--- src/hdl/ahkr_pkg.sv ---
// Shared types and constants for the analog hysteresis and key repeat block.
// Used by ahkr_frame and analog_hysteresis_key_repeat; depends on nothing.
`default_nettype none

package ahkr_pkg;

  localparam int BTN_W  = 16;
  localparam int ANA_W  = 10;
  localparam int CNT_W  = 16;
  localparam int CFG_IW = 3;
  localparam int CFG_DW = 8;

  typedef enum logic [CFG_IW-1:0] {
    CFG_STICK_PRESS   = 3'd0,
    CFG_STICK_HOLD    = 3'd1,
    CFG_TRIGGER_PRESS = 3'd2,
    CFG_TRIGGER_HOLD  = 3'd3,
    CFG_REPEAT_DELAY  = 3'd4,
    CFG_REPEAT_MASK   = 3'd5
  } cfg_index_t;

  localparam logic [6:0] STICK_PRESS_RST   = 7'd52;
  localparam logic [6:0] STICK_HOLD_RST    = 7'd15;
  localparam logic [7:0] TRIGGER_PRESS_RST = 8'd80;
  localparam logic [7:0] TRIGGER_HOLD_RST  = 8'd40;
  localparam logic [7:0] REPEAT_DELAY_RST  = 8'd20;
  localparam logic [7:0] REPEAT_MASK_RST   = 8'd3;

  typedef struct packed {
    logic [6:0] stick_press;
    logic [6:0] stick_hold;
    logic [7:0] trigger_press;
    logic [7:0] trigger_hold;
    logic [7:0] repeat_delay;
    logic [7:0] repeat_mask;
  } cfg_t;

  typedef struct packed {
    logic [BTN_W-1:0] buttons;
    logic [ANA_W-1:0] analog;
    logic [CNT_W-1:0] count;
  } state_t;

  typedef struct packed {
    logic [BTN_W-1:0] buttons;
    logic [7:0]       stick_x;
    logic [7:0]       stick_y;
    logic [7:0]       cstick_x;
    logic [7:0]       cstick_y;
    logic [7:0]       trigger_left;
    logic [7:0]       trigger_right;
  } frame_t;

  typedef struct packed {
    logic [ANA_W-1:0] analog_held;
    logic [ANA_W-1:0] analog_pressed;
    logic [ANA_W-1:0] analog_released;
    logic [ANA_W-1:0] analog_repeat;
    logic [BTN_W-1:0] button_pressed;
    logic [BTN_W-1:0] button_released;
    logic [BTN_W-1:0] button_repeat;
  } result_t;

endpackage

`default_nettype wire

--- src/hdl/ahkr_ram.sv ---
// Generic single-write, single-read RAM with a registered read port.
// Depends on nothing.
`default_nettype none

module ahkr_ram #(
  parameter int WIDTH = 8,
  parameter int DEPTH = 4
) (
  input  wire logic                                 clk,
  input  wire logic                                 we,
  input  wire logic [(DEPTH > 1 ? $clog2(DEPTH) : 1)-1:0] waddr,
  input  wire logic [WIDTH-1:0]                     wdata,
  input  wire logic                                 re,
  input  wire logic [(DEPTH > 1 ? $clog2(DEPTH) : 1)-1:0] raddr,
  output logic      [WIDTH-1:0]                     rdata
);

  logic [WIDTH-1:0] mem [DEPTH];

  always_ff @(posedge clk) begin
    if (we) begin
      mem[waddr] <= wdata;
    end
    if (re) begin
      rdata <= mem[raddr];
    end
  end

endmodule

`default_nettype wire

--- src/hdl/ahkr_frame.sv ---
// Evaluates one controller frame against its stored history: hysteresis,
// edges, steady count and repeat decision. Depends on ahkr_pkg.
`default_nettype none

module ahkr_frame (
  input  wire ahkr_pkg::cfg_t   cfg,
  input  wire ahkr_pkg::frame_t frame,
  input  wire ahkr_pkg::state_t prev,
  input  wire logic             ctrl_ok,
  output ahkr_pkg::state_t      next,
  output ahkr_pkg::result_t     res
);

  logic [7:0]                 axis [4];
  logic [ahkr_pkg::ANA_W-1:0] held;
  logic [6:0]                 neg_lvl [4];
  logic [6:0]                 pos_lvl [4];
  logic [8:0]                 neg_sum [4];
  logic [7:0]                 tl_lvl;
  logic [7:0]                 tr_lvl;
  logic                       steady;
  logic [ahkr_pkg::CNT_W-1:0] cnt;
  logic                       rep;

  assign axis[0] = frame.stick_x;
  assign axis[1] = frame.stick_y;
  assign axis[2] = frame.cstick_x;
  assign axis[3] = frame.cstick_y;

  always_comb begin
    for (int i = 0; i < 4; i++) begin
      neg_lvl[i] = prev.analog[2*i]   ? cfg.stick_hold : cfg.stick_press;
      pos_lvl[i] = prev.analog[2*i+1] ? cfg.stick_hold : cfg.stick_press;
      neg_sum[i] = {axis[i][7], axis[i]} + {2'b00, neg_lvl[i]};
      held[2*i]   = neg_sum[i][8];
      held[2*i+1] = $signed({axis[i][7], axis[i]}) > $signed({2'b00, pos_lvl[i]});
    end
    tl_lvl  = prev.analog[8] ? cfg.trigger_hold : cfg.trigger_press;
    tr_lvl  = prev.analog[9] ? cfg.trigger_hold : cfg.trigger_press;
    held[8] = frame.trigger_left > tl_lvl;
    held[9] = frame.trigger_right > tr_lvl;
  end

  always_comb begin
    steady = ctrl_ok && (frame.buttons == prev.buttons) && (held == prev.analog);
    if (!steady) begin
      cnt = '0;
    end else if (&prev.count) begin
      cnt = prev.count - {8'h00, cfg.repeat_mask};
    end else begin
      cnt = prev.count + 16'd1;
    end
    rep = (cnt >= {8'h00, cfg.repeat_delay}) && ((cnt & {8'h00, cfg.repeat_mask}) == '0);
  end

  always_comb begin
    next.buttons        = frame.buttons;
    next.analog         = held;
    next.count          = cnt;
    res.analog_held     = held;
    res.analog_pressed  = held & ~prev.analog;
    res.analog_released = prev.analog & ~held;
    res.analog_repeat   = rep ? held : (held & ~prev.analog);
    res.button_pressed  = frame.buttons & ~prev.buttons;
    res.button_released = prev.buttons & ~frame.buttons;
    res.button_repeat   = rep ? frame.buttons : (frame.buttons & ~prev.buttons);
  end

endmodule

`default_nettype wire

--- src/hdl/analog_hysteresis_key_repeat.sv ---
// Top level of the analog hysteresis and key repeat block.
// Depends on ahkr_pkg, ahkr_ram and ahkr_frame.
//
// The block takes one controller frame word per clock and returns one result
// word per accepted frame. A read stage fetches the controller's history from
// a small RAM; an evaluate stage then evaluates the frame, writes the new
// history back and loads the output register. The most recent write-back is
// forwarded, so consecutive frames of the same controller see each other's
// history. History reads as zero until a controller's entry is first
// written; frames for a controller index at or above CONTROLLERS see a zero
// history and leave state unchanged. Only output back-pressure slows input.
`default_nettype none

module analog_hysteresis_key_repeat #(
  parameter int CONTROLLERS = 4
) (
  input  wire logic                               clk,
  input  wire logic                               rst_n,
  input  wire logic                               cfg_we,
  input  wire logic [ahkr_pkg::CFG_IW-1:0]        cfg_index,
  input  wire logic [ahkr_pkg::CFG_DW-1:0]        cfg_data,
  input  wire logic                               in_valid,
  output logic                                    in_stall,
  input  wire logic [1:0]                         in_controller,
  input  wire logic [ahkr_pkg::BTN_W-1:0]         in_buttons,
  input  wire logic signed [7:0]                  in_stick_x,
  input  wire logic signed [7:0]                  in_stick_y,
  input  wire logic signed [7:0]                  in_cstick_x,
  input  wire logic signed [7:0]                  in_cstick_y,
  input  wire logic [7:0]                         in_trigger_left,
  input  wire logic [7:0]                         in_trigger_right,
  output logic                                    out_valid,
  input  wire logic                               out_stall,
  output logic [ahkr_pkg::ANA_W-1:0]              out_analog_held,
  output logic [ahkr_pkg::ANA_W-1:0]              out_analog_pressed,
  output logic [ahkr_pkg::ANA_W-1:0]              out_analog_released,
  output logic [ahkr_pkg::ANA_W-1:0]              out_analog_repeat,
  output logic [ahkr_pkg::BTN_W-1:0]              out_button_pressed,
  output logic [ahkr_pkg::BTN_W-1:0]              out_button_released,
  output logic [ahkr_pkg::BTN_W-1:0]              out_button_repeat
);

  localparam int AW = (CONTROLLERS > 1) ? $clog2(CONTROLLERS) : 1;
  localparam int SW = $bits(ahkr_pkg::state_t);

  ahkr_pkg::cfg_t    cfg_r;
  logic              s1_valid_r;
  logic              s1_ok_r;
  logic [AW-1:0]     s1_addr_r;
  ahkr_pkg::frame_t  s1_frame_r;
  logic [CONTROLLERS-1:0] live_r;
  logic              wb_valid_r;
  logic [AW-1:0]     wb_addr_r;
  ahkr_pkg::state_t  wb_data_r;
  logic              out_valid_r;
  ahkr_pkg::result_t out_res_r;

  logic              advance;
  logic              accept;
  logic [AW+1:0]     ctrl_wide;
  logic              ctrl_ok;
  logic [AW-1:0]     rd_addr;
  logic [SW-1:0]     ram_rdata;
  ahkr_pkg::state_t  prev;
  ahkr_pkg::state_t  next;
  ahkr_pkg::result_t res;
  logic              wr_en;

  assign advance   = !out_valid_r || !out_stall;
  assign in_stall  = s1_valid_r && !advance;
  assign accept    = in_valid && !in_stall;
  assign ctrl_wide = (AW+2)'(in_controller);
  assign ctrl_ok   = ctrl_wide < (AW+2)'(CONTROLLERS);
  assign rd_addr   = ctrl_wide[AW-1:0];
  assign wr_en     = s1_valid_r && advance && s1_ok_r;

  always_comb begin
    if (!s1_ok_r) begin
      prev = '0;
    end else if (wb_valid_r && wb_addr_r == s1_addr_r) begin
      prev = wb_data_r;
    end else if (live_r[s1_addr_r]) begin
      prev = ahkr_pkg::state_t'(ram_rdata);
    end else begin
      prev = '0;
    end
  end

  ahkr_ram #(
    .WIDTH (SW),
    .DEPTH (CONTROLLERS)
  ) u_hist (
    .clk   (clk),
    .we    (wr_en),
    .waddr (s1_addr_r),
    .wdata (SW'(next)),
    .re    (accept),
    .raddr (rd_addr),
    .rdata (ram_rdata)
  );

  ahkr_frame u_frame (
    .cfg     (cfg_r),
    .frame   (s1_frame_r),
    .prev    (prev),
    .ctrl_ok (s1_ok_r),
    .next    (next),
    .res     (res)
  );

  always_ff @(posedge clk) begin
    if (!rst_n) begin
      cfg_r.stick_press   <= ahkr_pkg::STICK_PRESS_RST;
      cfg_r.stick_hold    <= ahkr_pkg::STICK_HOLD_RST;
      cfg_r.trigger_press <= ahkr_pkg::TRIGGER_PRESS_RST;
      cfg_r.trigger_hold  <= ahkr_pkg::TRIGGER_HOLD_RST;
      cfg_r.repeat_delay  <= ahkr_pkg::REPEAT_DELAY_RST;
      cfg_r.repeat_mask   <= ahkr_pkg::REPEAT_MASK_RST;
    end else if (cfg_we) begin
      case (cfg_index)
        ahkr_pkg::CFG_STICK_PRESS:   cfg_r.stick_press   <= cfg_data[6:0];
        ahkr_pkg::CFG_STICK_HOLD:    cfg_r.stick_hold    <= cfg_data[6:0];
        ahkr_pkg::CFG_TRIGGER_PRESS: cfg_r.trigger_press <= cfg_data;
        ahkr_pkg::CFG_TRIGGER_HOLD:  cfg_r.trigger_hold  <= cfg_data;
        ahkr_pkg::CFG_REPEAT_DELAY:  cfg_r.repeat_delay  <= cfg_data;
        ahkr_pkg::CFG_REPEAT_MASK:   cfg_r.repeat_mask   <= cfg_data;
        default: ;
      endcase
    end
  end

  always_ff @(posedge clk) begin
    if (!rst_n) begin
      s1_valid_r  <= 1'b0;
      live_r      <= '0;
      wb_valid_r  <= 1'b0;
      out_valid_r <= 1'b0;
    end else begin
      if (accept) begin
        s1_valid_r <= 1'b1;
      end else if (advance) begin
        s1_valid_r <= 1'b0;
      end
      if (advance) begin
        out_valid_r <= s1_valid_r;
      end
      if (wr_en) begin
        live_r[s1_addr_r] <= 1'b1;
        wb_valid_r        <= 1'b1;
      end
    end
  end

  always_ff @(posedge clk) begin
    if (accept) begin
      s1_ok_r                  <= ctrl_ok;
      s1_addr_r                <= rd_addr;
      s1_frame_r.buttons       <= in_buttons;
      s1_frame_r.stick_x       <= in_stick_x;
      s1_frame_r.stick_y       <= in_stick_y;
      s1_frame_r.cstick_x      <= in_cstick_x;
      s1_frame_r.cstick_y      <= in_cstick_y;
      s1_frame_r.trigger_left  <= in_trigger_left;
      s1_frame_r.trigger_right <= in_trigger_right;
    end
    if (wr_en) begin
      wb_addr_r <= s1_addr_r;
      wb_data_r <= next;
    end
    if (advance && s1_valid_r) begin
      out_res_r <= res;
    end
  end

  assign out_valid           = out_valid_r;
  assign out_analog_held     = out_res_r.analog_held;
  assign out_analog_pressed  = out_res_r.analog_pressed;
  assign out_analog_released = out_res_r.analog_released;
  assign out_analog_repeat   = out_res_r.analog_repeat;
  assign out_button_pressed  = out_res_r.button_pressed;
  assign out_button_released = out_res_r.button_released;
  assign out_button_repeat   = out_res_r.button_repeat;

endmodule

`default_nettype wire

--- config.mk ---
export PLATFORM = sky130hd
export DESIGN_NAME = analog_hysteresis_key_repeat
export DESIGN_NICKNAME = d
export VERILOG_FILES = /design/src/hdl/ahkr_pkg.sv /design/src/hdl/ahkr_ram.sv /design/src/hdl/ahkr_frame.sv /design/src/hdl/analog_hysteresis_key_repeat.sv
export SDC_FILE = /design/constraint.sdc
export NUM_CORES = 1
export LEC_CHECK = 0
export BUFFER_PORTS_ARGS = -buffer_cell sky130_fd_sc_hd__clkbuf_2
export CAP_MARGIN = 20
export CELL_PAD_IN_SITES_DETAIL_PLACEMENT = 2
export CELL_PAD_IN_SITES_GLOBAL_PLACEMENT = 2
export CORE_UTILIZATION = 44
export CTS_BUF_LIST = sky130_fd_sc_hd__clkbuf_4 sky130_fd_sc_hd__clkbuf_8
export DETAILED_ROUTE_END_ITERATION = 10
export GPL_ROUTABILITY_DRIVEN = 0
export PLACE_DENSITY_LB_ADDON = 0.1
export SETUP_SLACK_MARGIN = 0.5
export SYNTH_ARGS = -nofsm -noshare
export SYNTH_HDL_FRONTEND = slang
export SYNTH_SLANG_ARGS = --single-unit
--- constraint.sdc ---
create_clock -name clk -period 12.43 [get_ports clk]
set_clock_uncertainty 0.15 [all_clocks]
set_input_delay 1.243 -clock clk [delete_from_list [all_inputs] [get_ports clk]]
set_output_delay 1.243 -clock clk [all_outputs]
set_load 0.02 [all_outputs]
Word-level counts from Yosys, hierarchy flattened
Memories as Yosys holds them, arrays and structs flattened. A register that Yosys moved wholly into a read port is not among the register bits.
Index checks and enable logic that the tools add are counted.
Word-level totals
  output and inout bits: 90
  logic and storage cells: 114
  memories: 1
  input bits: 82
  bits in registers: 252
  latch bits: 0
  bits in writable memories: 168
  ROM bits: 0
Operators by class
  muxes and demuxes: 25
  multiply operators: 0
  eq/ne operators: 8
  shift-type cells: 0
  order comparisons: 10
  divide/modulo/power cells: 0
  reduce and logical (&&, ||, !) cells: 24
  add/sub/neg operators: 6
  bitwise operators: 10
Memory list
  u_hist.mem: depth 4, bits a word 42, rd ports 1, clocked after Yosys merged registers in 1, write ports 1, RTL line ahkr_ram.sv:18  | logic [WIDTH-1:0] mem [DEPTH];
Operators with widths (number)
  $mux 42: 3
  $mux 7: 8
  $gt 8x8->1: 6
  $mux 16: 3
  $add 8x8->9: 4
  $and 16x16->16: 2
  $not 16->16: 2
  $and 10x10->10: 2
  $not 10->10: 2
  $add 16x1->16 const B: 1
  $and 16x8->16: 1
  $eq 16x16->1: 1
  $ge 16x8->1: 1
  $logic_not 16->1: 1
  $mux 8: 2
  $reduce_and 16->1: 1
  $sub 16x8->16: 1
  $reduce_and 2->1: 6
  $eq 10x10->1: 1
  $mux 10: 1
  $logic_and 1x1->1: 9
  $eq 3x2->1 const B: 2
  $eq 3x3->1 const B: 2
  $lt 2x3->1 const B: 2
  11 further kinds: 19

Logic depth before layout (Yosys ltp)
  depth after elaboration: 14
  mapped depth: 33
  depth with buffers taken out: 28

Modules after synthesis
From an unflattened synthesis, not the netlist that was laid out.
Unflattened totals
  cell total of the unflattened synthesis: 1428
  area total of the unflattened synthesis: 21282.9 um^2
Modules (own cells, without submodules)
  analog_hysteresis_key_repeat: area each 8804.7 um^2, sequential area each 7006.7 um^2, times used 1, cells an instance 537
  ahkr_ram: area each 7405.9 um^2, sequential area each 6306.0 um^2, times used 1, cells an instance 266
  ahkr_frame: area each 5072.4 um^2, sequential area each 0.0 um^2, times used 1, cells an instance 625

Worst setup path before layout
OpenSTA, ideal clock, no wires.
  path kind: in2reg
  start: in out_stall
  end: mem u_hist.mem[0][0] (netlist name), enable pin
  arrival: 10240 ps
  stages on the path: 2
  path slack: 1535 ps
  setup time: 505 ps
  buffers on the path: 0
  required time: 11775 ps
  cells stage by stage: a21boi_1 nor3b_1
On the way
  longest elaborated chain between the ends: 6
Ends and longest elaborated chain
  start, declared: RTL line analog_hysteresis_key_repeat.sv:33  | input wire logic out_stall,
  $logic_not 1->1: RTL line analog_hysteresis_key_repeat.sv:69  | assign advance = !out_valid_r || !out_stall;
  $logic_or 1x1->1: RTL line analog_hysteresis_key_repeat.sv:69
  $logic_and 1x1->1 (2 in a row): RTL line analog_hysteresis_key_repeat.sv:75  | assign wr_en = s1_valid_r && advance && s1_ok_r;
  $mux 1: RTL line ahkr_ram.sv:21  | if (we) begin
  $mux 1 (not written as such): RTL line ahkr_ram.sv:22  | mem[waddr] <= wdata;
  end, declared: RTL line ahkr_ram.sv:18
No other way between the ends.

==> impl_metrics.ini <==
[sta]
drv_slew = 0
max_freq_ghz = 0.101
fin_crit_sh_pct = 80.0
tightest_slew_ps = 1040
rsz0062_at_grt = false
setup_violations = 0
fin_tns_setup_ps = 0
relSlewSlack_pct = 30.8
timing.hold.ws_ps = 316
hold_violations = 0
period_needed_ps = 9950

[worst_setup_path]
reg2reg_depth = 28
required_ps = 12650
crit_path_start_kind = flop
crit_start = s1_addr_r[0]
r2r-start = s1_addr_r[0]
r2r_setup_slack_ps = 2480
cp_max_fo = 27
slowest_delay_ps = 930
crit_path_top_delay_cell = and3_2
worstPathArrival_ps = 10170
cp-end-kind = flop
crit_type = reg2reg

[placed_design]
dp.cells = 2228
io_buffers = 171
hpwl_um = 45300

[routing]
routed_wl_um = 67900
drc_errors = 6
wl_per_cell_um = 28.6
dr.pass1.iters = 8
via_count = 13900
first_iter_violations = 845
ant_nets = 0
routed_via_density = 5.87

[finish]
nets = 1928
fillers = 4393
fin_cells = 2375
final_util_pct = 51.5
area_delta_synth_final_pct = 14.6
antennaDiodeCount = 0
drive_above_1_share_pct = 23.3

[floorplan]
die_w_um = 220
start_util_pct = 44.9
fp.dieH_um = 220
rows = 79
die_area_mm2 = 0.0486
boundaryPins = 172
coreArea_mm2 = 0.0468

[clock_tree]
cts_hold_buf = 0
clk_pin_slew_ps = 70
cts_resized = 0
clock_sinks = 451
cts_root_buf = clkbuf_8
clock_latency_ps = 680
cts_tree = done
htreeDepth = 3
clock_path_buffers = 3
cts_buffers = 80
cts_setup_buffers = 0

[power]
leakagePower_nw = 9.24
ir_worst_vdd_uv = 80.0
power_density_mw_per_mm2 = 146

[yosys]
synth_top_cell_area_share_pct = 57.0
synthesis.nets = 1745
synth_top_cell_by_area = edfxtp_1
synth-seq-cells = 451
synth_edf_count = 398
yosysWarnings = 0
ys_async_sr_fraction_pct = 0
synth.cell_area_mm2 = 0.0210
synth_cells = 1520
yosysSeqAreaShare_pct = 62.0
synthFlopType = edfxtp_1
avgSynthCellArea_um2 = 13.8
yosys-top-cells-area = edfxtp_1, ha_1, dfxtp_1, mux4_2, nand2_1
ys_types = 69

[run_status]
status = finished, violations left
violations = DRC

[global_routing]
grt.overflow.total = 0
grt_pass1_vias = 15700
antenna_found_initial = 1
grt_max_degree = 128
grt_pass1_wl_um = 101000
gr-usage-all-layers_pct = 28.7

[worst_hold_path]
whs_path_depth = 2
hold_start = cfg_r[15]
hold_class = reg2reg

[job]
maxCapViolCount = 0
## path summary, 6_finish.rpt
kind	end
min	cfg_r[15]
max reg2reg	out_button_repeat[1]
max	out_button_repeat[1]
min reg2reg	cfg_r[15]
## layout make-up
class	instances	area, um^2	share of cell area, %
multi-input combinational	897	7300	30.3
sequential	451	13000	54.1
inverter	80	300	1.25
tap	607	759	3.16
clock buffer	121	1470	6.09
timing repair buffer	193	1040	4.31
clock inverter	26	186	0.775
## sequential cells by signal (all words and copies together), names as in the netlist, 16 cells and up
signal / flops
u_hist.mem: 168
s1_frame_r: 64
cfg_r: 46
u_hist.rdata: 42
wb_data_r: 42
out_button_pressed: 16
out_button_released: 16
out_button_repeat: 16
## cells in the final DEF (no fill, tap or decap), types with 16 or more instances in the layout
cell type	Yosys	final
a32oi_1	27	27
a22o_1	40	40
a21oi_1	34	34
nand3_1	58	58
nand2_1	189	188
o31ai_2	21	21
ha_1	142	142
a21boi_0	29	29
mux4_2	43	43
dfxtp_1	53	53
nand4_1	21	21
nor2_1	29	27
clkbuf_4	0	32
buf_4	10	22
clkbuf_2	0	169
inv_1	80	80
clkbuf_8	0	89
o21a_1	31	31
mux2i_1	50	50
o21ai_0	16	16
edfxtp_1	398	398
nor3_1	34	34
## kinds of logic after synthesis
logic type      synth area share [%]
flops                           62.0
simple gates                    8.67
compound gates                  9.93
buf+inv                         3.46
fa+ha+maj                       8.56
mux                             7.00
xor+xnor                       0.376
## Yosys cell counts (4+ instances only)
cell type	number
a22o_1	40
xor2_1	4
o21bai_1	4
nor3_1	34
nand4_1	21
o31ai_2	21
and2_1	8
buf_4	10
nor2_1	29
a21o_1	12
o211ai_1	6
a21oi_1	34
inv_1	80
buf_2	4
a21boi_0	29
and3_1	8
o21a_1	31
mux2i_1	50
nand2b_1	9
dfxtp_1	53
xnor2_1	5
ha_1	142
nand3_1	58
nand2_1	189
o22ai_1	4
o31ai_1	8
o21ai_0	16
mux4_2	43
buf_6	5
nor2b_1	14
a32oi_1	27
buf_1	10
edfxtp_1	398
clkbuf_1	63
## metal layers
metal  share of wire (%)  GRT usage (%)
met5                   0              0
met4                 3.5           11.4
met3                 4.0           4.15
met2                  51           50.1
met1                  41           35.9
## power by group
group / leakage (nW) / internal (mW) / switching (mW)
sequential: 4.20 / 1.72 / 0.0436
clock: 0.868 / 0.797 / 0.645
combinational: 4.17 / 0.108 / 0.190
## stage by stage
stage | setup WS, ps | total power [mW] | area, um^2
finish | 2480 | 3.50 | 24100
global route | 1930 | 3.62 | 24100
CTS | 2330 | 3.54 | 24100
detailed placement | 2600 | 2.09 | 22400
global placement | 3420 | 2.06 | 22400
floorplan | 1540 | 1.96 | 21000
## critical path: cells and delay by family (launching register included)
family | cells | cell delay, ps
compound gates | 10 | 2400
xor+xnor | 1 | 260
fa+ha+maj | 3 | 1070
buf+inv | 3 | 1000
flops | 1 | 540
mux | 1 | 170
simple gates | 10 | 3960
Note: power is estimated with default switching activity, not from simulation.
